===== src/msq_pkg.sv =====
// Package for the modem power sequencer: word types, register reset values,
// request, outcome and pin codes, and the one-hot sequencer phase type.
// No dependencies.
`default_nettype none
package msq_pkg;

  localparam int NUM_REGS   = 8;
  localparam int IDX_BITS   = 3;
  localparam int CFG_WIDTH  = 16;

  localparam logic [IDX_BITS-1:0] REG_SETTLE       = 3'd0;
  localparam logic [IDX_BITS-1:0] REG_POLL_IV      = 3'd1;
  localparam logic [IDX_BITS-1:0] REG_POLL_ATT     = 3'd2;
  localparam logic [IDX_BITS-1:0] REG_NORMAL_HOLD  = 3'd3;
  localparam logic [IDX_BITS-1:0] REG_FLASH_HOLD   = 3'd4;
  localparam logic [IDX_BITS-1:0] REG_DN_FIRST     = 3'd5;
  localparam logic [IDX_BITS-1:0] REG_DN_RETRY     = 3'd6;
  localparam logic [IDX_BITS-1:0] REG_BOOT_MODE    = 3'd7;

  localparam logic [7:0]  RST_SETTLE      = 8'd1;
  localparam logic [7:0]  RST_POLL_IV     = 8'd4;
  localparam logic [7:0]  RST_POLL_ATT    = 8'd10;
  localparam logic [15:0] RST_NORMAL_HOLD = 16'd300;
  localparam logic [15:0] RST_FLASH_HOLD  = 16'd50;
  localparam logic [15:0] RST_DN_FIRST    = 16'd50;
  localparam logic [15:0] RST_DN_RETRY    = 16'd70;

  localparam logic [1:0] REQ_TICK     = 2'd0;
  localparam logic [1:0] REQ_POWER_UP = 2'd1;
  localparam logic [1:0] REQ_SHUTDOWN = 2'd2;

  localparam logic [2:0] OUT_NONE       = 3'd0;
  localparam logic [2:0] OUT_UP_OK      = 3'd1;
  localparam logic [2:0] OUT_UP_FAIL    = 3'd2;
  localparam logic [2:0] OUT_ALREADY_ON = 3'd3;
  localparam logic [2:0] OUT_DN_OK      = 3'd4;
  localparam logic [2:0] OUT_DN_FAIL    = 3'd5;
  localparam logic [2:0] OUT_ALREADY_OFF= 3'd6;
  localparam logic [2:0] OUT_REJECTED   = 3'd7;

  localparam logic [2:0] ST_SHUTDOWN_ACK  = 3'd6;
  localparam logic [2:0] ST_UNKNOWN       = 3'd7;
  localparam logic [1:0] AP_NONE          = 2'd0;
  localparam logic [1:0] AP_NO_BYPASS     = 2'd2;
  localparam logic [1:0] AP_SHUTDOWN_REQ  = 2'd3;

  typedef enum logic [8:0] {
    PH_IDLE     = 9'b000000001,
    PH_UP_AP    = 9'b000000010,
    PH_UP_RST   = 9'b000000100,
    PH_UP_PWRON = 9'b000001000,
    PH_UP_POLL  = 9'b000010000,
    PH_UP_HOLD  = 9'b000100000,
    PH_DN_AP    = 9'b001000000,
    PH_DN_PWRON = 9'b010000000,
    PH_DN_WAIT  = 9'b100000000
  } phase_t;

  typedef struct packed {
    logic [7:0]  settle_ticks;
    logic [7:0]  poll_interval_ticks;
    logic [7:0]  poll_attempts;
    logic [15:0] normal_hold_ticks;
    logic [15:0] flash_hold_ticks;
    logic [15:0] shutdown_first_ticks;
    logic [15:0] shutdown_retry_ticks;
    logic        boot_mode;
  } cfg_t;

  typedef struct packed {
    logic [1:0] req_type;
    logic [2:0] modem_status_pins;
    logic       modem_resout;
  } req_word_t;

  typedef struct packed {
    logic [1:0] ap_status_pins;
    logic       pwron_pin;
    logic       reset_pin;
    logic       cmd_pins_driven;
    logic       cmd_pin_level;
    logic       busy_res;
    logic [2:0] outcome;
    logic [2:0] modem_status;
    logic       modem_power;
    logic       status_changed;
  } res_word_t;

endpackage
`default_nettype wire


===== src/msq_stream_if.sv =====
// Valid/ready channel carrying one word of a packed payload type.
// Payload types come from msq_pkg at the point of instantiation.
`default_nettype none
interface msq_stream_if #(
  parameter type word_t = logic
);
  logic  valid;
  logic  ready;
  word_t data;

  modport source (output valid, output data, input ready);
  modport sink   (input valid, input data, output ready);
endinterface
`default_nettype wire


===== src/msq_cfg_regs.sv =====
// Configuration register file for the modem power sequencer.
// Depends on msq_pkg for the register indexes, reset values and cfg_t.
`default_nettype none
module msq_cfg_regs (
  input  wire logic                            clk,
  input  wire logic                            rst,
  input  wire logic                            cfg_we,
  input  wire logic [msq_pkg::IDX_BITS-1:0]    cfg_index,
  input  wire logic [msq_pkg::CFG_WIDTH-1:0]   cfg_wdata,
  output msq_pkg::cfg_t                        cfg
);

  always_ff @(posedge clk) begin
    if (rst) begin
      cfg.settle_ticks         <= msq_pkg::RST_SETTLE;
      cfg.poll_interval_ticks  <= msq_pkg::RST_POLL_IV;
      cfg.poll_attempts        <= msq_pkg::RST_POLL_ATT;
      cfg.normal_hold_ticks    <= msq_pkg::RST_NORMAL_HOLD;
      cfg.flash_hold_ticks     <= msq_pkg::RST_FLASH_HOLD;
      cfg.shutdown_first_ticks <= msq_pkg::RST_DN_FIRST;
      cfg.shutdown_retry_ticks <= msq_pkg::RST_DN_RETRY;
      cfg.boot_mode            <= 1'b0;
    end else if (cfg_we) begin
      case (cfg_index)
        msq_pkg::REG_SETTLE:      cfg.settle_ticks         <= cfg_wdata[7:0];
        msq_pkg::REG_POLL_IV:     cfg.poll_interval_ticks  <= cfg_wdata[7:0];
        msq_pkg::REG_POLL_ATT:    cfg.poll_attempts        <= cfg_wdata[7:0];
        msq_pkg::REG_NORMAL_HOLD: cfg.normal_hold_ticks    <= cfg_wdata;
        msq_pkg::REG_FLASH_HOLD:  cfg.flash_hold_ticks     <= cfg_wdata;
        msq_pkg::REG_DN_FIRST:    cfg.shutdown_first_ticks <= cfg_wdata;
        msq_pkg::REG_DN_RETRY:    cfg.shutdown_retry_ticks <= cfg_wdata;
        msq_pkg::REG_BOOT_MODE:   cfg.boot_mode            <= cfg_wdata[0];
        default: ;
      endcase
    end
  end

endmodule
`default_nettype wire


===== src/msq_seq.sv =====
// Sequencer state and next-state logic: one input word per step enable,
// producing the result word. Depends on msq_pkg.
`default_nettype none
module msq_seq #(
  parameter int COUNTER_BITS = 16
) (
  input  wire logic              clk,
  input  wire logic              rst,
  input  wire logic              step,
  input  wire msq_pkg::cfg_t     cfg,
  input  wire msq_pkg::req_word_t word,
  output msq_pkg::res_word_t     res
);

  localparam int CW = (COUNTER_BITS > 16) ? COUNTER_BITS : 16;
  localparam logic [COUNTER_BITS-1:0] CNT_MAX = {COUNTER_BITS{1'b1}};

  msq_pkg::phase_t           phase, phase_next;
  logic [COUNTER_BITS-1:0]   tick_count, tick_count_next;
  logic [7:0]                poll_count, poll_count_next;
  logic                      ack_seen, ack_seen_next;
  logic                      retry_done, retry_done_next;
  logic [2:0]                recorded_status;
  logic                      recorded_power;
  logic [1:0]                host_status, host_status_next;
  logic                      pwron, pwron_next;
  logic                      reset_out, reset_out_next;
  logic                      cmd_drive, cmd_drive_next;

  function automatic logic [COUNTER_BITS-1:0] sat_inc(input logic [COUNTER_BITS-1:0] v);
    sat_inc = (v == CNT_MAX) ? v : v + 1'b1;
  endfunction

  function automatic logic reached(input logic [COUNTER_BITS-1:0] t, input logic [15:0] v);
    logic [CW-1:0] te;
    logic [CW-1:0] ve;
    logic [CW-1:0] me;
    te = CW'(t);
    ve = CW'(v);
    me = CW'(CNT_MAX);
    reached = te >= ((ve > me) ? me : ve);
  endfunction

  logic [COUNTER_BITS-1:0] tc_inc;
  logic                    settle_hit;
  logic [7:0]              poll_iv, poll_att;
  logic                    poll_hit;
  logic [7:0]              poll_inc;
  logic [15:0]             hold;
  logic                    hold_zero;
  logic                    hold_hit;
  logic                    from_pwron;
  logic                    w_retry, w_ack;
  logic [COUNTER_BITS-1:0] w_tc;
  logic                    hit1, hit2;
  logic                    a_cur;
  logic [COUNTER_BITS-1:0] t_cur, wt_inc;
  logic [2:0]              outcome;
  logic                    changed;
  logic                    st_ack;

  always_comb begin
    tc_inc     = sat_inc(tick_count);
    settle_hit = reached(tc_inc, {8'd0, cfg.settle_ticks});
    poll_iv    = (cfg.poll_interval_ticks == 8'd0) ? 8'd1 : cfg.poll_interval_ticks;
    poll_att   = (cfg.poll_attempts == 8'd0) ? 8'd1 : cfg.poll_attempts;
    poll_hit   = reached(tc_inc, {8'd0, poll_iv});
    poll_inc   = (poll_count == 8'hff) ? poll_count : poll_count + 8'd1;
    hold       = cfg.boot_mode ? cfg.flash_hold_ticks : cfg.normal_hold_ticks;
    hold_zero  = hold == 16'd0;
    hold_hit   = reached(tc_inc, hold);
    st_ack     = word.modem_status_pins == msq_pkg::ST_SHUTDOWN_ACK;

    from_pwron = phase == msq_pkg::PH_DN_PWRON;
    w_retry    = from_pwron ? 1'b0 : retry_done;
    w_ack      = from_pwron ? 1'b0 : ack_seen;
    w_tc       = from_pwron ? '0 : tick_count;
    hit1       = reached(w_tc, w_retry ? cfg.shutdown_retry_ticks : cfg.shutdown_first_ticks);
    hit2       = cfg.shutdown_retry_ticks == 16'd0;
    a_cur      = hit1 ? 1'b0 : w_ack;
    t_cur      = hit1 ? '0 : w_tc;
    wt_inc     = sat_inc(t_cur);

    changed = (word.modem_status_pins != recorded_status) ||
              (word.modem_resout != recorded_power);

    phase_next       = phase;
    tick_count_next  = tick_count;
    poll_count_next  = poll_count;
    ack_seen_next    = ack_seen;
    retry_done_next  = retry_done;
    host_status_next = host_status;
    pwron_next       = pwron;
    reset_out_next   = reset_out;
    cmd_drive_next   = cmd_drive;
    outcome          = msq_pkg::OUT_NONE;

    if (word.req_type == msq_pkg::REQ_TICK) begin
      case (phase)
        msq_pkg::PH_UP_AP: begin
          tick_count_next = tc_inc;
          if (settle_hit) begin
            reset_out_next  = 1'b0;
            phase_next      = msq_pkg::PH_UP_RST;
            tick_count_next = '0;
          end
        end
        msq_pkg::PH_UP_RST: begin
          tick_count_next = tc_inc;
          if (settle_hit) begin
            pwron_next      = 1'b1;
            phase_next      = msq_pkg::PH_UP_PWRON;
            tick_count_next = '0;
          end
        end
        msq_pkg::PH_UP_PWRON: begin
          tick_count_next = tc_inc;
          if (settle_hit) begin
            pwron_next      = 1'b0;
            phase_next      = msq_pkg::PH_UP_POLL;
            poll_count_next = 8'd1;
            tick_count_next = '0;
            if (word.modem_resout) begin
              phase_next = msq_pkg::PH_UP_HOLD;
              if (hold_zero) begin
                cmd_drive_next = 1'b0;
                phase_next     = msq_pkg::PH_IDLE;
                outcome        = msq_pkg::OUT_UP_OK;
              end
            end
          end
        end
        msq_pkg::PH_UP_POLL: begin
          tick_count_next = tc_inc;
          if (poll_hit) begin
            if (poll_count >= poll_att) begin
              cmd_drive_next = 1'b0;
              phase_next     = msq_pkg::PH_IDLE;
              outcome        = msq_pkg::OUT_UP_FAIL;
            end else begin
              poll_count_next = poll_inc;
              tick_count_next = '0;
              if (word.modem_resout) begin
                phase_next = msq_pkg::PH_UP_HOLD;
                if (hold_zero) begin
                  cmd_drive_next = 1'b0;
                  phase_next     = msq_pkg::PH_IDLE;
                  outcome        = msq_pkg::OUT_UP_OK;
                end
              end
            end
          end
        end
        msq_pkg::PH_UP_HOLD: begin
          tick_count_next = tc_inc;
          if (hold_hit) begin
            cmd_drive_next = 1'b0;
            phase_next     = msq_pkg::PH_IDLE;
            outcome        = msq_pkg::OUT_UP_OK;
          end
        end
        msq_pkg::PH_DN_AP: begin
          tick_count_next = tc_inc;
          if (settle_hit) begin
            pwron_next      = 1'b1;
            phase_next      = msq_pkg::PH_DN_PWRON;
            tick_count_next = '0;
          end
        end
        msq_pkg::PH_DN_PWRON, msq_pkg::PH_DN_WAIT: begin
          if (from_pwron && !settle_hit) begin
            tick_count_next = tc_inc;
          end else begin
            phase_next      = msq_pkg::PH_DN_WAIT;
            retry_done_next = w_retry;
            ack_seen_next   = w_ack;
            tick_count_next = w_tc;
            if (hit1 && (w_retry || hit2)) begin
              pwron_next = 1'b0;
              phase_next = msq_pkg::PH_IDLE;
              outcome    = msq_pkg::OUT_DN_FAIL;
              if (!w_retry) begin
                reset_out_next  = 1'b1;
                retry_done_next = 1'b1;
                ack_seen_next   = 1'b0;
                tick_count_next = '0;
              end
            end else begin
              if (hit1) begin
                pwron_next      = 1'b0;
                reset_out_next  = 1'b1;
                retry_done_next = 1'b1;
              end
              ack_seen_next   = a_cur;
              tick_count_next = t_cur;
              if (!a_cur && st_ack) begin
                ack_seen_next = 1'b1;
                pwron_next    = 1'b0;
              end
              if (!word.modem_resout) begin
                pwron_next = 1'b0;
                phase_next = msq_pkg::PH_IDLE;
                outcome    = msq_pkg::OUT_DN_OK;
              end else begin
                tick_count_next = wt_inc;
              end
            end
          end
        end
        default: ;
      endcase
    end else if (word.req_type == msq_pkg::REQ_POWER_UP ||
                 word.req_type == msq_pkg::REQ_SHUTDOWN) begin
      if (phase != msq_pkg::PH_IDLE) begin
        outcome = msq_pkg::OUT_REJECTED;
      end else if (word.req_type == msq_pkg::REQ_POWER_UP) begin
        if (word.modem_resout) begin
          outcome = msq_pkg::OUT_ALREADY_ON;
        end else begin
          cmd_drive_next   = 1'b1;
          host_status_next = msq_pkg::AP_NO_BYPASS;
          phase_next       = msq_pkg::PH_UP_AP;
          tick_count_next  = '0;
        end
      end else begin
        if (!word.modem_resout) begin
          outcome = msq_pkg::OUT_ALREADY_OFF;
        end else begin
          host_status_next = msq_pkg::AP_SHUTDOWN_REQ;
          phase_next       = msq_pkg::PH_DN_AP;
          tick_count_next  = '0;
        end
      end
    end

    res.ap_status_pins  = host_status_next;
    res.pwron_pin       = pwron_next;
    res.reset_pin       = reset_out_next;
    res.cmd_pins_driven = cmd_drive_next;
    res.cmd_pin_level   = cmd_drive_next & cfg.boot_mode;
    res.busy_res        = phase_next != msq_pkg::PH_IDLE;
    res.outcome         = outcome;
    res.modem_status    = word.modem_status_pins;
    res.modem_power     = word.modem_resout;
    res.status_changed  = changed;
  end

  always_ff @(posedge clk) begin
    if (rst) begin
      phase           <= msq_pkg::PH_IDLE;
      tick_count      <= '0;
      poll_count      <= 8'd0;
      ack_seen        <= 1'b0;
      retry_done      <= 1'b0;
      recorded_status <= msq_pkg::ST_UNKNOWN;
      recorded_power  <= 1'b0;
      host_status     <= msq_pkg::AP_NONE;
      pwron           <= 1'b0;
      reset_out       <= 1'b0;
      cmd_drive       <= 1'b0;
    end else if (step) begin
      phase           <= phase_next;
      tick_count      <= tick_count_next;
      poll_count      <= poll_count_next;
      ack_seen        <= ack_seen_next;
      retry_done      <= retry_done_next;
      recorded_status <= word.modem_status_pins;
      recorded_power  <= word.modem_resout;
      host_status     <= host_status_next;
      pwron           <= pwron_next;
      reset_out       <= reset_out_next;
      cmd_drive       <= cmd_drive_next;
    end
  end

endmodule
`default_nettype wire


===== src/modem_power_sequencer_core.sv =====
// Modem power sequencer top level: input word register, sequencer step,
// result word register. Depends on msq_pkg, msq_stream_if, msq_cfg_regs, msq_seq.
//
// Usage:
//   req carries one word per tick or command (req_type, status pins, reset-out);
//   rsp returns exactly one result word per request word, in order.
//   Both are valid/ready channels; a word moves when valid and ready are high.
//   cfg_we/cfg_index/cfg_wdata write one configuration register per cycle;
//   write only while no request word is in flight.
// Path: an accepted request word waits in the input word register; its step
//   result is then registered in the result word register.
// Throughput: one word per cycle while rsp is taken; a step is a single update.
// Reset (rst, synchronous): registers return to their defaults, the sequencer
//   goes idle with all pins released, and both word registers empty.
// Stall: when rsp is not taken the result register holds; the input register
//   takes one more word and then req.ready drops until rsp drains.
`default_nettype none
module modem_power_sequencer_core #(
  parameter int COUNTER_BITS = 16
) (
  input  wire logic                            clk,
  input  wire logic                            rst,
  msq_stream_if.sink                           req,
  msq_stream_if.source                         rsp,
  input  wire logic                            cfg_we,
  input  wire logic [msq_pkg::IDX_BITS-1:0]    cfg_index,
  input  wire logic [msq_pkg::CFG_WIDTH-1:0]   cfg_wdata
);

  msq_pkg::cfg_t      cfg;
  msq_pkg::req_word_t in_word;
  logic               in_full;
  msq_pkg::res_word_t res_comb;
  msq_pkg::res_word_t res_word;
  logic               res_full;
  logic               advance;

  assign advance   = in_full && (!res_full || rsp.ready);
  assign req.ready = !in_full || advance;
  assign rsp.valid = res_full;
  assign rsp.data  = res_word;

  msq_cfg_regs u_cfg (
    .clk       (clk),
    .rst       (rst),
    .cfg_we    (cfg_we),
    .cfg_index (cfg_index),
    .cfg_wdata (cfg_wdata),
    .cfg       (cfg)
  );

  msq_seq #(
    .COUNTER_BITS (COUNTER_BITS)
  ) u_seq (
    .clk  (clk),
    .rst  (rst),
    .step (advance),
    .cfg  (cfg),
    .word (in_word),
    .res  (res_comb)
  );

  always_ff @(posedge clk) begin
    if (rst) begin
      in_full  <= 1'b0;
      res_full <= 1'b0;
    end else begin
      if (req.valid && req.ready) begin
        in_full <= 1'b1;
      end else if (advance) begin
        in_full <= 1'b0;
      end
      if (advance) begin
        res_full <= 1'b1;
      end else if (rsp.ready) begin
        res_full <= 1'b0;
      end
    end
  end

  always_ff @(posedge clk) begin
    if (req.valid && req.ready) begin
      in_word <= req.data;
    end
    if (advance) begin
      res_word <= res_comb;
    end
  end

endmodule
`default_nettype wire


===== src/flat_wrapper.sv =====
// flat-port wrapper written by rule: the top's interface ports become plain ports
module modem_power_sequencer_core_flat 
#(
  parameter int COUNTER_BITS = 16
)
  (clk, rst, cfg_we, cfg_index, cfg_wdata, req_valid, req_data, req_ready, rsp_valid, rsp_data, rsp_ready);
  msq_stream_if #(.word_t(msq_pkg::req_word_t)) req_i ();
  msq_stream_if #(.word_t(msq_pkg::res_word_t)) rsp_i ();
  input  wire logic clk;
  input  wire logic rst;
  input  wire logic cfg_we;
  input  wire logic [msq_pkg::IDX_BITS-1:0] cfg_index;
  input  wire logic [msq_pkg::CFG_WIDTH-1:0] cfg_wdata;
  input wire logic [$bits(req_i.valid)-1:0] req_valid;
  input wire logic [$bits(req_i.data)-1:0] req_data;
  output wire logic [$bits(req_i.ready)-1:0] req_ready;
  output wire logic [$bits(rsp_i.valid)-1:0] rsp_valid;
  output wire logic [$bits(rsp_i.data)-1:0] rsp_data;
  input wire logic [$bits(rsp_i.ready)-1:0] rsp_ready;
  assign req_i.valid = req_valid;
  assign req_i.data = req_data;
  assign req_ready = req_i.ready;
  assign rsp_valid = rsp_i.valid;
  assign rsp_data = rsp_i.data;
  assign rsp_i.ready = rsp_ready;
  modem_power_sequencer_core #(.COUNTER_BITS(COUNTER_BITS)) u_core (.clk(clk), .rst(rst), .req(req_i), .rsp(rsp_i), .cfg_we(cfg_we), .cfg_index(cfg_index), .cfg_wdata(cfg_wdata));
endmodule

===== config.mk =====
export PLATFORM = sky130hd
export DESIGN_NAME = modem_power_sequencer_core_flat
export DESIGN_NICKNAME = d
export VERILOG_FILES = /design/src/msq_pkg.sv /design/src/msq_stream_if.sv /design/src/msq_cfg_regs.sv /design/src/msq_seq.sv /design/src/modem_power_sequencer_core.sv /design/src/flat_wrapper.sv
export SDC_FILE = /design/constraint.sdc
export NUM_CORES = 1
export LEC_CHECK = 0
export BUFFER_PORTS_ARGS = -buffer_cell sky130_fd_sc_hd__buf_4
export CORE_MARGIN = 4
export CORE_UTILIZATION = 60
export CTS_BUF_LIST = sky130_fd_sc_hd__clkbuf_8 sky130_fd_sc_hd__clkbuf_16
export CTS_CLUSTER_DIAMETER = 100
export DETAILED_ROUTE_END_ITERATION = 8
export HOLD_SLACK_MARGIN = 0.02
export PLACE_DENSITY = 0.78
export SLEW_MARGIN = 10
export SYNTH_ARGS = -nofsm -noshare
export SYNTH_HDL_FRONTEND = slang
export SYNTH_SLANG_ARGS = --single-unit

===== constraint.sdc =====
create_clock -name clk -period 6 [get_ports clk]
set_clock_uncertainty 0.2 [all_clocks]
set_input_delay 0.6 -clock clk [delete_from_list [all_inputs] [get_ports clk]]
set_output_delay 0.6 -clock clk [all_outputs]
set_load 0.03 [all_outputs]

# ---- Word-level counts from Yosys, hierarchy flattened
# Index checks and enable logic that the tools add are counted.
dict set report totals {
  reg_bits 156
  input_bits 30
  output_inout_bits 17
  elab_cells 228
}
dict set report classes {
  addsub 3
  magnitude_cmp 7
  eq_ne 32
  n_mux 111
  bitwise 2
  reduce_logical 39
}
# op count
set op_table {}
lappend op_table {{16-bit 2-to-1 mux} 21}
lappend op_table {{9-bit 2-to-1 mux} 17}
lappend op_table {{16-bit one-hot mux with 4 select lines} 1}
lappend op_table {{9-bit one-hot mux with 7 select lines} 1}
lappend op_table {{8-bit 2-to-1 mux} 6}
lappend op_table {{1-bit 2-to-1 mux} 41}
lappend op_table {{16-bit by 1-bit adder with 16-bit output (second input constant)} 2}
lappend op_table {{16-bit == test (second input constant)} 2}
lappend op_table {{16-bit >= comparator} 2}
lappend op_table {{16-bit by 8-bit >= comparator with 1-bit output} 2}
lappend op_table {{16-bit greater-than comparator (second input constant)} 2}
lappend op_table {{16-bit zero test} 2}
lappend op_table {{3-bit 2-to-1 mux} 8}
lappend op_table {{2-bit 2-to-1 mux} 9}
lappend op_table {{9-bit by 1-bit inequality test with 1-bit output (second input constant)} 2}
lappend op_table {{8-bit zero test} 2}
lappend op_table {{8-bit one-hot mux with 2 select lines} 1}
lappend op_table {{2-bit AND reduction} 8}
lappend op_table {{3-bit == test (second input constant)} 5}
lappend op_table {{6-bit 2-to-1 mux} 2}
lappend op_table {{3-bit one-hot mux with 4 select lines} 1}
lappend op_table {{2-bit inequality test (second input constant)} 5}
lappend op_table {{9-bit by 2-bit == test with 1-bit output (second input constant)} 1}
lappend op_table {{9-bit by 3-bit == test with 1-bit output (second input constant)} 1}
lappend op_table {{33 further kinds} 50}

# ---- Logic depth before layout (Yosys ltp)
# Gate-level depths: netlist of the first run.
dict set report depth {
  ltp_word 15
  mapped_depth 25
  depth_no_buf 19
}

# ---- Cells and area by module
# From an unflattened synthesis of the first run, not the netlist that was laid out.
dict set report hier_totals {
  cells_unflattened 1183
  area_unflattened_um2 10356.2
}
# mod n_inst cells_each area_each_um2 seq_area_each_um2
set modules_own_cells {}
lappend modules_own_cells {msq_seq 1 823 6048.3 880.8}
lappend modules_own_cells {msq_cfg_regs 1 329 3573.4 1781.7}
lappend modules_own_cells {modem_power_sequencer_core 1 31 734.5 670.6}

# ---- Worst setup path after synthesis of the first run
# No wires, ideal clock.
dict set report synth_timing {
  path_type {register to register}
  from {reg u_core.u_seq.phase[4]}
  to {reg u_core.u_seq.tick_count[1]}
  setup_time_ns 0.116
  t_arrival_ns 5.124
  t_required_ns 5.684
  setup_slack_ns 0.559
  stages_incl_launch_ff 25
  path_buffers 5
  synth_period_minus_slack_ns 5.441
  cell_sequence {dfxtp_1 clkbuf_1 nor3_2 nand4_1 clkbuf_1 clkbuf_1 nand2_1 mux2_2 ha_1 nand2b_1 a2111o_1 a32oi_1 and3_1 clkbuf_1 clkbuf_1 and2_1 ha_1 nand2_1 nor3_1 nand3_1 o21a_1 mux2i_1 nor4_1 a41o_1 a31o_2}
}
dict set report synth_between {
  elab_chain_len 14
  elab_cells_between_ends 33
  classes_between {1 x add/sub; 2 x order compare; 12 x eq/ne; 12 x mux; 6 x reduce/logical}
}
# element line_no
set synth_rtl {}
lappend synth_rtl {{start: declaration} msq_seq.sv:18} ;# msq_pkg::phase_t phase, phase_next;
lappend synth_rtl {{start signal: assignment} msq_seq.sv:250} ;# phase <= msq_pkg::PH_IDLE;
lappend synth_rtl {{start signal: assignment} msq_seq.sv:262} ;# phase <= phase_next;
lappend synth_rtl {{9-bit by 8-bit == test with 1-bit output} {msq_seq.sv:74, msq_seq.sv:99}}
lappend synth_rtl {{1-bit 2-to-1 mux} msq_seq.sv:75} ;# w_retry = from_pwron ? 1'b0 : retry_done;
lappend synth_rtl {{16-bit 2-to-1 mux} msq_seq.sv:78} ;# hit1 = reached(w_tc, w_retry ? cfg.shutdown_retry_ticks : cfg.shutdown_first_ticks);
lappend synth_rtl {{16-bit greater-than comparator} msq_seq.sv:41} ;# reached = te >= ((ve > me) ? me : ve);
lappend synth_rtl {{16-bit 2-to-1 mux} msq_seq.sv:41}
lappend synth_rtl {{16-bit >= comparator} msq_seq.sv:41}
lappend synth_rtl {{16-bit 2-to-1 mux} msq_seq.sv:81} ;# t_cur = hit1 ? '0 : w_tc;
lappend synth_rtl {{16-bit by 1-bit adder with 16-bit output / 16-bit == test (equally long branches)} msq_seq.sv:31} ;# sat_inc = (v == CNT_MAX) ? v : v + 1'b1;
lappend synth_rtl {{16-bit 2-to-1 mux} msq_seq.sv:31}
lappend synth_rtl {{16-bit 2-to-1 mux} msq_seq.sv:200} ;# if (!word.modem_resout) begin
lappend synth_rtl {{16-bit 2-to-1 mux} msq_seq.sv:178} ;# if (hit1 && (w_retry || hit2)) begin
lappend synth_rtl {{16-bit 2-to-1 mux} msq_seq.sv:171} ;# if (from_pwron && !settle_hit) begin
lappend synth_rtl {{16-bit one-hot mux with 4 select lines} msq_seq.sv:99} ;# case (phase)
lappend synth_rtl {{16-bit 2-to-1 mux} msq_seq.sv:98} ;# if (word.req_type == msq_pkg::REQ_TICK) begin
lappend synth_rtl {{end signal: assignment} msq_seq.sv:263} ;# tick_count <= tick_count_next;
lappend synth_rtl {{end: declaration} msq_seq.sv:19} ;# logic [COUNTER_BITS-1:0] tick_count, tick_count_next;
# Parallel ways exist; a longest one is shown, timed or not.
# A chain may end at the register's enable or synchronous reset.

==> metrics.txt, run 1 <==
status finished clean; H-tree depth 4; Die Span Y 136 um; sequential share of the synthesized area 34.2%; layout cells sized above 1 9.99%; P_leak 4.25 nW; Slew Viols, Final 0; clock slew at reported path FFs 0.07 ns; crit path time final 5.62 ns; Critical Path Most Common Cell ha_1; CP Class reg -> reg; total negative slack 0 ns; Area growth, synth to finish 10.2%; # port buffers 46; starting DRC count in detailed routing 1267; synth unique cells 80; period utilization 93.7%; Syn Area/Cell 7.81 um^2; core area 0.0159 mm^2; Ys Warns 0; Num CTS Buffers 17; Max Clk Rate 178 MHz; Post-synth EDFFs 21; fillers 1387; num ports 47; synthesized area 0.00976 mm^2; final net count 1352; antenna violations before repair 0; CP max FO 19; worst slew pin tran 1.26 ns; endpoints failing setup 0; Cells after Synth 1249; buffers plus inverters on the worst setup path 0; Initial Util 61.4%; FFs w/ async S/R, synth 0%; CP required 5.97 ns; grt ovf 0; DRT antenna net count 0; Skew-Pair Late Insertion Delay 0.43 ns; clk buf depth 2; worst-path cell chain ha_1 -> nand3_1 -> nor2_2 -> nand4_1 -> xnor2_1 -> ha_1 -> o21ai_0 -> a21oi_1 -> o31ai_1 -> nand4_4 -> o21ai_2 -> o311ai_0 -> a311oi_1 -> nand4b_1; Total Wirelength 30400 um; Hold Buf Count CTS 0; Main synth FF type dfxtp_1; startpoint type of the worst setup path register; cell family contributing the most delay on the critical path simple AND/OR/NAND/NOR gates; Rel. slew slack 15.6%; number of global-route vias before repair 8806; Pwr Total 2.40 mW; ANT cells 0; Final Hold Fails 0; detailed placement HPWL 21800 um; CTS tree built; Resized cells post-CTS 0; power per cell area 224 mW/mm^2; final instance area 0.0107 mm^2; slowest cell on the critical path xnor2_1; postcts setup bufs 0; routed len/inst 20.4 um; DRC 0; DP Area 0.0102 mm^2; Largest stage delay, worst path 0.70 ns; DR pass1 iterations 7; all-layer global routing usage 33.1%; row count 46; Min-Delay Path Class in -> reg; worst vdd ir 0.223 mV; RSZ-0062 raised after global routing no; die width 136 um; Root Driver clkbuf_16; Yosys reg bits 156; die area 0.0184 mm^2; max cap viols 0; DR vias/cell 6.48; Sink Count 156; critical path data arrival time 5.59 ns; vias 9634; Syn Nets 1343; CP Capture Type register; RePlAce Congestion 1.05; first-pass GRT wire length 47900 um; largest net degree at the start of global routing 91
where the power goes:
| part | switching (mW) | internal, mW | total [mW] |
|---|---|---|---|
| Sequential | 0.0250 | 1.09 | 1.11 |
| Combinational | 0.136 | 0.0716 | 0.207 |
| Clock | 0.480 | 0.605 | 1.08 |
| Total | 0.640 | 1.76 | 2.40 |
worst reg2reg max path, cell delays in order (launching register included):
cell and delay (ns):
dfxtp_1 0.54, ha_1 0.38, nand3_1 0.18, nor2_2 0.36, nand4_1 0.58, xnor2_1 0.71
ha_1 0.34, o21ai_0 0.16, a21oi_1 0.08, o31ai_1 0.39, nand4_4 0.35, o21ai_2 0.47
o311ai_0 0.20, a311oi_1 0.29, nand4b_1 0.14
per-layer routing:
metal | vias to the layer above | share of wire, % | GRT usage [%]
met5 | - | 0 | 0
met4 | 0 | 3.2 | 11.6
met3 | 87 | 9.8 | 6.39
met2 | 581 | 44 | 50.1
met1 | 4473 | 43 | 47.4
li1 | 4493 | - | -
Yosys cell counts, types with 4 or more instances:
| cell | number | area, um^2 |
|---|---|---|
| inv_1 | 46 | 173 |
| a31oi_1 | 6 | 37.5 |
| nor3_2 | 4 | 40.0 |
| nor4_1 | 17 | 106 |
| o21ai_0 | 50 | 250 |
| a41o_1 | 4 | 40.0 |
| and3_1 | 12 | 75.1 |
| a311oi_1 | 4 | 35.0 |
| and2_1 | 18 | 113 |
| or3_1 | 6 | 37.5 |
| o211ai_1 | 11 | 82.6 |
| nand3_1 | 47 | 235 |
| nand4_1 | 27 | 169 |
| mux2i_1 | 37 | 370 |
| a32oi_1 | 6 | 52.6 |
| buf_6 | 4 | 45.0 |
| xnor2_1 | 16 | 140 |
| clkbuf_1 | 53 | 199 |
| nor2b_1 | 9 | 56.3 |
| nor2_1 | 77 | 289 |
| o21a_1 | 11 | 82.6 |
| nand2_1 | 266 | 998 |
| xor2_1 | 4 | 35.0 |
| edfxtp_1 | 21 | 631 |
| a21oi_1 | 122 | 611 |
| a22oi_1 | 10 | 75.1 |
| nor3_1 | 23 | 115 |
| a21o_1 | 9 | 67.6 |
| ha_1 | 64 | 801 |
| nand2b_1 | 15 | 93.8 |
| dfxtp_1 | 135 | 2700 |
| o311ai_0 | 4 | 35.0 |
| buf_2 | 9 | 45.0 |
| a31o_2 | 7 | 61.3 |
| a211oi_1 | 10 | 75.1 |
| and4_1 | 8 | 70.1 |
| a211o_1 | 5 | 43.8 |
path summary, 6_finish.rpt:
kind                                                  from                   end  slack [ns]  depth (start not counted)
worst max register to register  u_core.u_seq.tick_count[0]    u_core.rsp.data[8]        0.38                         14
worst min-delay path                           req_data[4]     u_core.in_word[4]        0.14                          1
worst max-delay path            u_core.u_seq.tick_count[0]    u_core.rsp.data[8]        0.38                         14
worst min register to register        u_core.u_cfg.cfg[86]  u_core.u_cfg.cfg[86]        0.26                          2
flip-flops by register name, indices dropped and copies added, names as in the netlist, 2 cells and up:
signal                        cells
u_core.u_cfg.cfg                 89
u_core.u_seq.tick_count          16
u_core.rsp.data                  15
u_core.u_seq.phase                9
u_core.u_seq.poll_count           8
u_core.in_word                    6
u_core.u_seq.recorded_status      3
u_core.u_seq.host_status          2
cell type report:
cell class | instances | area (um^2) | share of cell area, %
sequential | 156 | 3330 | 31.0
tap | 216 | 270 | 2.51
multi-input combinational | 976 | 5930 | 55.2
inverter | 47 | 176 | 1.64
timing repair buffer | 60 | 450 | 4.19
clock buffer | 18 | 450 | 4.19
clock inverter | 14 | 131 | 1.22
kinds of logic after synthesis:
| family | count (synthesis) | synth area share (%) |
|---|---|---|
| AND/OR/NAND/NOR | 553 | 26.9 |
| XOR/XNOR | 20 | 1.80 |
| AO/OA/AOI/OAI | 299 | 19.8 |
| flip-flops | 156 | 34.2 |
| multiplexers | 40 | 4.14 |
| adder cells (fa/ha/maj) | 64 | 8.21 |
| buffers and inverters | 117 | 5.00 |
cells in the final DEF (no fill, tap or decap), types with 17 or more instances in the layout:
master,n
nor4_1,17
and2_1,18
edfxtp_1,21
dfxtp_1,135
o21ai_0,50
nor2_1,77
ha_1,64
nand3_1,47
nor3_1,23
clkbuf_16,18
mux2i_1,37
nand4_1,27
nand2_1,266
a21oi_1,122
inv_1,47
buf_4,60
metrics by stage:
stage                     instances  worst slack, ns  hold slack, ns  utilization (%)
final                          1487            0.376           0.141             67.7
after global placement         1455            0.673           0.235             64.0
after floorplan                1249            0.559           0.226                -
after CTS                      1487            0.534           0.134             67.7
after global routing           1487           0.0670           0.128             67.7
after detailed placement       1455            0.539           0.247             64.0
(Power assumes the default switching activity.)
==> run 2, diff against run 1 <==
--- a/config.mk
+++ b/config.mk
@@ -7,12 +7,12 @@
 export LEC_CHECK = 0
 export BUFFER_PORTS_ARGS = -buffer_cell sky130_fd_sc_hd__buf_4
 export CORE_MARGIN = 4
-export CORE_UTILIZATION = 60
+export CORE_UTILIZATION = 53
 export CTS_BUF_LIST = sky130_fd_sc_hd__clkbuf_8 sky130_fd_sc_hd__clkbuf_16
 export CTS_CLUSTER_DIAMETER = 100
 export DETAILED_ROUTE_END_ITERATION = 8
 export HOLD_SLACK_MARGIN = 0.02
-export PLACE_DENSITY = 0.78
+export PLACE_DENSITY = 0.7
 export SLEW_MARGIN = 10
 export SYNTH_ARGS = -nofsm -noshare
 export SYNTH_HDL_FRONTEND = slang
==> run 2 against run 1 <==
Sequential share of layout area fell by 0.14 points. Via count fell by 2.0%. Total power rose by 0.37%. Setup slack improved by 0.28 ns. Final area rose by 0.47%. First-iteration DRC count fell by 22%. Clock power barely moved. Critical path depth rose by 1. Global-route usage fell by 3.6 points. Worst hold slack got worse by 0.0076 ns.
==> metrics.txt, run 2 (synthesized netlist as in run 1, its figures left out) <==
Total Wirelength 30200 um (-0.49%); core area 0.0180 mm^2 (+13%); die area 0.0206 mm^2 (+12%); row count 49 (+6.5%); CTS tree built; most frequent cells in the layout nand2_1 (266), dfxtp_1 (135), a21oi_1 (122); vias 9444 (-2.0%); status finished clean; antenna violations before repair 0 (unchanged); commonest non-fill, non-tap cell in the layout nand2_1; max reg flops 89 (unchanged); RePlAce Congestion 0.998 (-4.8%); DRT antenna net count 0 (unchanged); Slew Viols, Final 0 (unchanged); power per cell area 223 mW/mm^2 (about the same); num ports 47 (unchanged); CP required 5.96 ns (about the same); DR vias/cell 6.28 (-3.0%); period utilization 89.1% (-4.6 points); clock slew at reported path FFs 0.07 ns (about the same); Pwr Total 2.41 mW (+0.37%); endpoints failing setup 0 (unchanged); fin util 59.9% (-7.8 points); total negative slack 0 ns (unchanged); Biggest register u_core.u_cfg.cfg; number of global-route vias before repair 8463 (-3.9%); Root Driver clkbuf_16; largest net degree at the start of global routing 80 (-12%); die width 144 um (+6.0%); grt ovf 0 (unchanged); fillers 1682 (+21%); worst slew pin tran 1.09 ns (-0.167 ns); Area growth, synth to finish 10.7%; clk buf depth 2 (unchanged); RSZ-0062 raised after global routing no; layout cells sized above 1 10.4% (+0.37 points); startpoint type of the worst setup path register; Skew-Pair Late Insertion Delay 0.44 ns (about the same); final worst slack 0.652 ns (+0.277 ns); routed len/inst 20.1 um (-1.6%); worst vdd ir 0.208 mV (-7.0%); DRC 0 (unchanged); Sink Count 156 (unchanged); Non-Filler Instances 1503 (+1.1%); detailed placement HPWL 22100 um (+1.5%); Min-Delay Path Class in -> reg; Rel. slew slack 27.0% (+11 points); Num CTS Buffers 17 (unchanged); CP Class reg -> reg; Initial Util 54.1% (-7.3 points); pre-CTS WS 0.420 ns (-0.119 ns); max cap viols 0 (unchanged); Die Span Y 144 um (+6.0%); critical path data arrival time 5.31 ns (-0.28 ns); ANT cells 0 (unchanged); final net count 1355 (+0.22%); Max Clk Rate 187 MHz (+5.2%); CP Capture Type register; DR pass1 iterations 6 (-1); H-tree depth 4 (unchanged); Final Hold Fails 0 (unchanged); starting DRC count in detailed routing 993 (-22%); crit path time final 5.35 ns (-0.277 ns); P_leak 4.26 nW (+0.38%); CP max FO 19 (unchanged); # port buffers 46 (unchanged); all-layer global routing usage 29.5% (-3.6 points); cell count after placement 1469 (+0.96%); first-pass GRT wire length 47500 um (-0.78%)
-- run 2: area by class of cell --
class | instances | area, um^2 | share of cell area [%]
clock buffers | 18 | 439 | 4.07
clock inverters | 14 | 146 | 1.36
inverters | 47 | 176 | 1.63
multi-input cells | 976 | 5940 | 55.0
flip-flops and latches | 156 | 3330 | 30.9
well taps | 229 | 287 | 2.65
repair buffers | 63 | 473 | 4.38
-- run 2: path summary, 6_finish.rpt --
kind                            endpoint                        start  depth (start not counted)  slack (ns)
max                   u_core.rsp.data[8]   u_core.u_seq.tick_count[0]                         15        0.65
max reg2reg           u_core.rsp.data[8]   u_core.u_seq.tick_count[0]                         15        0.65
min                    u_core.in_word[5]                  req_data[5]                          1        0.13
min reg2reg  u_core.u_seq.host_status[1]  u_core.u_seq.host_status[1]                          2        0.25
-- run 2: critical path, cell delays in order, from the launching register on --
cell      delay [ns]
dfxtp_1         0.55
ha_1            0.41
nand3_1         0.19
nor2_2          0.38
nand4_1         0.14
buf_4           0.22
nand2_1         0.09
xnor2_1         0.22
ha_1            0.32
a2111o_1        0.39
o31ai_1         0.47
nand4_4         0.36
o21ai_2         0.47
o311ai_0        0.19
a311oi_1        0.35
nand4b_1        0.14
-- run 2: repair_timing --
action	4_1_cts	5_1_grt
setup endpoints to repair	0	1
hold buffers	0	0
resized for setup	0	1
buffers inserted	0	2
hold endpoints to repair	0	0
-- run 2: per-layer routing --
layer | wire length [um] | vias up | part of all wire [%] | global-route usage (%)
li1 | - | 4497 | - | -
met1 | 13800 | 4462 | 46 | 43.5
met2 | 13300 | 423 | 44 | 43.8
met3 | 2430 | 62 | 8.0 | 6.32
met4 | 678 | 0 | 2.2 | 7.98
met5 | 0 | - | 0 | 0
-- run 2: power by group --
group / switching (mW) / internal [mW]
clock: 0.495 / 0.599
combinational: 0.137 / 0.0722
sequential: 0.0220 / 1.09
-- run 2: stage by stage --
stage | instance area, um^2 | hold WS [ns]
2_1_floorplan | 9760 | 0.226
3_3_place_gp | 10200 | 0.242
3_5_place_dp | 10200 | 0.244
4_1_cts | 10800 | 0.124
5_1_grt | 10800 | 0.121
6_report | 10800 | 0.133
==> run 3, diff against run 2 <==
--- a/config.mk
+++ b/config.mk
@@ -16,4 +16,6 @@
 export SLEW_MARGIN = 10
 export SYNTH_ARGS = -nofsm -noshare
 export SYNTH_HDL_FRONTEND = slang
+export SYNTH_HIERARCHICAL = 1
 export SYNTH_SLANG_ARGS = --single-unit
+export TNS_END_PERCENT = 20
==> run 3 against run 2 <==
Core utilization grew 0.21 points. Setup slack worse by 0.38 ns. Fmax shrank 6.6%. Global-route usage fell by 2.2 points. Final cell count is 2.8% lower. Non-clock buffer count increased by 7. Total power up 0.99%. Register-to-register slack got worse by 0.38 ns. Die area is 5.8% higher. Area after synthesis rose by 6.2%. Final area is 5.5% higher. Synthesized cell count fell by 5.3%. Largest cell class unchanged. Highest routed layer unchanged.
==> metrics.txt, run 3 <==
status finished clean; number of global-route vias before repair 8695 (+2.7%); fillers 1663 (-1.1%); met1 usage 39.5% (-4.0 points); Root Driver clkbuf_16; DP Area 0.0108 mm^2 (+5.9%); total negative slack 0 ns (unchanged); row count 50 (+2.0%); period utilization 95.5% (+6.3 points); antenna violations before repair 0 (unchanged); Area growth, synth to finish 10.0%; DRT antenna net count 0 (unchanged); CP Class reg -> reg; core area 0.0190 mm^2 (+5.2%); clk buf depth 2 (unchanged); Main synth FF type dfxtp_1; first-pass GRT wire length 47600 um (+0.15%); RePlAce Congestion 1.01 (+0.80%); DR vias/cell 6.25 (-0.48%); power per cell area 214 mW/mm^2 (-4.3%); Slew Viols, Final 0 (unchanged); cell family contributing the most delay on the critical path compound AO/OA/AOI/OAI gates; Final Hold Fails 0 (unchanged); mux contribution to synthesized area 12.7% (+8.6 points); Pwr Total 2.44 mW (+0.99%); postcts setup bufs 0 (unchanged); complex-gate fraction of the synthesized area 16.0% (-3.8 points); max cap viols 0 (unchanged); Die Span Y 148 um (+2.9%); FFs w/ async S/R, synth 0% (unchanged); Post-Synth XOR/XNOR Area 1.61% (-0.19 points); Num CTS Buffers 17 (unchanged); die width 148 um (+2.9%); DRC 0 (unchanged); slowest cell on the critical path nor4_2; Yosys top cell area share 26.1% (-1.6 points); met2 Use GR 40.8% (-2.9 points); area of the multi-input gates 0.00643 mm^2 (+8.3%); worst-path cell chain ha_1 -> nand4_1 -> nor4_2 -> xor2_1 -> ha_1 -> nand2b_1 -> a21o_1 -> a211o_1 -> a221oi_1 -> and3_1 -> o21ai_1 -> a32oi_1 -> a221o_1 -> o211ai_1; Max Clk Rate 175 MHz (-6.6%); Rel. slew slack 26.4% (-0.54 points); sequential share of the synthesized area 32.2% (-2.0 points); buffers plus inverters on the worst setup path 0 (-1); Cells after Synth 1183 (-5.3%); Sink Count 156 (unchanged); ANT cells 0 (unchanged); Reg area 0.00333 mm^2 (unchanged); max reg flops 89 (unchanged); worst vdd ir 0.180 mV (-13%); commonest non-fill, non-tap cell in the layout dfxtp_1; RSZ-0062 raised after global routing no; startpoint type of the worst setup path register; layout cells sized above 1 10.8% (+0.46 points); Skew-Pair Late Insertion Delay 0.44 ns (about the same); Syn Nets 1277 (-4.9%); post-synthesis simple-gate area fraction 24.1% (-2.8 points); gr busiest metal met2; clock slew at reported path FFs 0.08 ns (about the same); grt ovf 0 (unchanged); all-layer global routing usage 27.3% (-2.2 points); combinational family with the most area after synthesis simple AND/OR/NAND/NOR gates; Critical Path Most Common Cell ha_1; CP Capture Type register; commonest cells in the netlist dfxtp_1 (135), mux2i_1 (128), nand2b_1 (100); num ports 47 (unchanged); critical path data arrival time 5.83 ns (+0.52 ns); Yosys reg bits 156 (unchanged); top cell type by total area after synthesis dfxtp_1; CP required 6.10 ns (+0.14 ns); Ys Warns 6 (+6); final instance area 0.0114 mm^2 (+5.5%); Total Wirelength 30100 um (-0.62%); Syn Area/Cell 8.75 um^2 (+12%); largest net degree at the start of global routing 120 (+50%); Initial Util 54.6% (+0.51 points); H-tree depth 4 (unchanged); P_leak 4.91 nW (+15%); Biggest register u_core/u_cfg/cfg; final net count 1282 (-5.4%); endpoints failing setup 0 (unchanged); met3 Usage GRT 5.64% (-0.68 points); # port buffers 46 (unchanged); Largest stage delay, worst path 0.65 ns (+0.10 ns); detailed placement HPWL 22000 um (-0.63%); Post-Synth Adder-Cell Area 7.73% (-0.48 points); crit path time final 5.73 ns (+0.380 ns); starting DRC count in detailed routing 1008 (+1.5%); Min-Delay Path Class in -> reg; DR pass1 iterations 8 (+2); synth unique cells 88 (+10%); most common cell in the synthesized netlist dfxtp_1; Post-synth EDFFs 21 (unchanged); synthesized area 0.0104 mm^2 (+6.2%); worst slew pin tran 1.09 ns (+0.000487 ns); synth top area cells dfxtp_1 (26%), mux2i_1 (12%), ha_1 (7.7%), edfxtp_1 (6.1%), nand2b_1 (6.0%); vias 9136 (-3.3%); routed len/inst 20.6 um (+2.2%); CP max FO 11 (-8); CTS tree built; die area 0.0218 mm^2 (+5.8%); most frequent cells in the layout dfxtp_1 (135), mux2i_1 (128), nand2b_1 (100)
run 3: changes by cell type in the layout (fill, tap and decap cells not counted), moves of 16 or more:
cell / before / now
nor2_1: 77 / 93
a21oi_1: 122 / 43
nand2b_1: 15 / 100
nand2_1: 266 / 64
nand3_1: 47 / 29
mux2i_1: 37 / 128
run 3: report_power, final:
group	switching (mW)	total [mW]	internal [mW]	leakage, nW
Sequential	0.0200	1.11	1.09	1.29
Combinational	0.150	0.242	0.0919	3.33
Clock	0.527	1.09	0.562	0.295
Total	0.697	2.44	1.74	4.91
run 3: what timing repair did:
item                       in CTS  in global routing
hold endpoints to repair        0                  0
hold buffers                    0                  0
setup endpoints to repair       0                 12
resized for setup               0                  1
run 3: cells by family (layout without fill, tap and decap cells):
logic type / count (synthesis) / count (layout)
AND/OR/NAND/NOR: 442 / 442
AO/OA/AOI/OAI: 240 / 240
flip-flops: 156 / 156
multiplexers: 131 / 131
buffers and inverters: 131 / 149
adder cells (fa/ha/maj): 64 / 64
XOR/XNOR: 19 / 19
run 3: final cells by class:
cell class | instances | area share [%]
multi-input combinational | 896 | 56.5
sequential | 156 | 29.3
timing repair buffer | 70 | 4.61
clock buffer | 17 | 3.73
tap | 260 | 2.86
inverter | 47 | 1.55
clock inverter | 15 | 1.53
run 3: layer usage:
| layer | share of wire [%] | routed length (um) |
|---|---|---|
| met4 | 2.8 | 854 |
| met1 | 45 | 13600 |
| met2 | 43 | 12900 |
| met5 | 0 | 0 |
| met3 | 8.9 | 2660 |
run 3: final timing paths:
kind | from | endpoint | slack, ns | cells after the start
worst max-delay path | u_core/u_seq/tick_count[1] | u_core/u_seq/phase[0] | 0.27 | 14
worst min-delay path | req_data[3] | u_core/in_word[3] | 0.14 | 1
worst max register to register | u_core/u_seq/tick_count[1] | u_core/u_seq/phase[0] | 0.27 | 14
worst min register to register | u_core/u_cfg/cfg[61] | u_core/u_cfg/cfg[61] | 0.27 | 2
run 3: stage by stage:
stage          instances  setup slack [ns]  hold WS (ns)  utilization, %
5_1_grt             1461            0.0470         0.117            60.1
4_1_cts             1461             0.306         0.121            60.1
6_report            1461             0.272         0.135            60.1
2_1_floorplan       1183             0.454         0.248               -
3_3_place_gp        1429             0.261         0.232            56.9
3_5_place_dp        1429             0.338         0.240            56.9
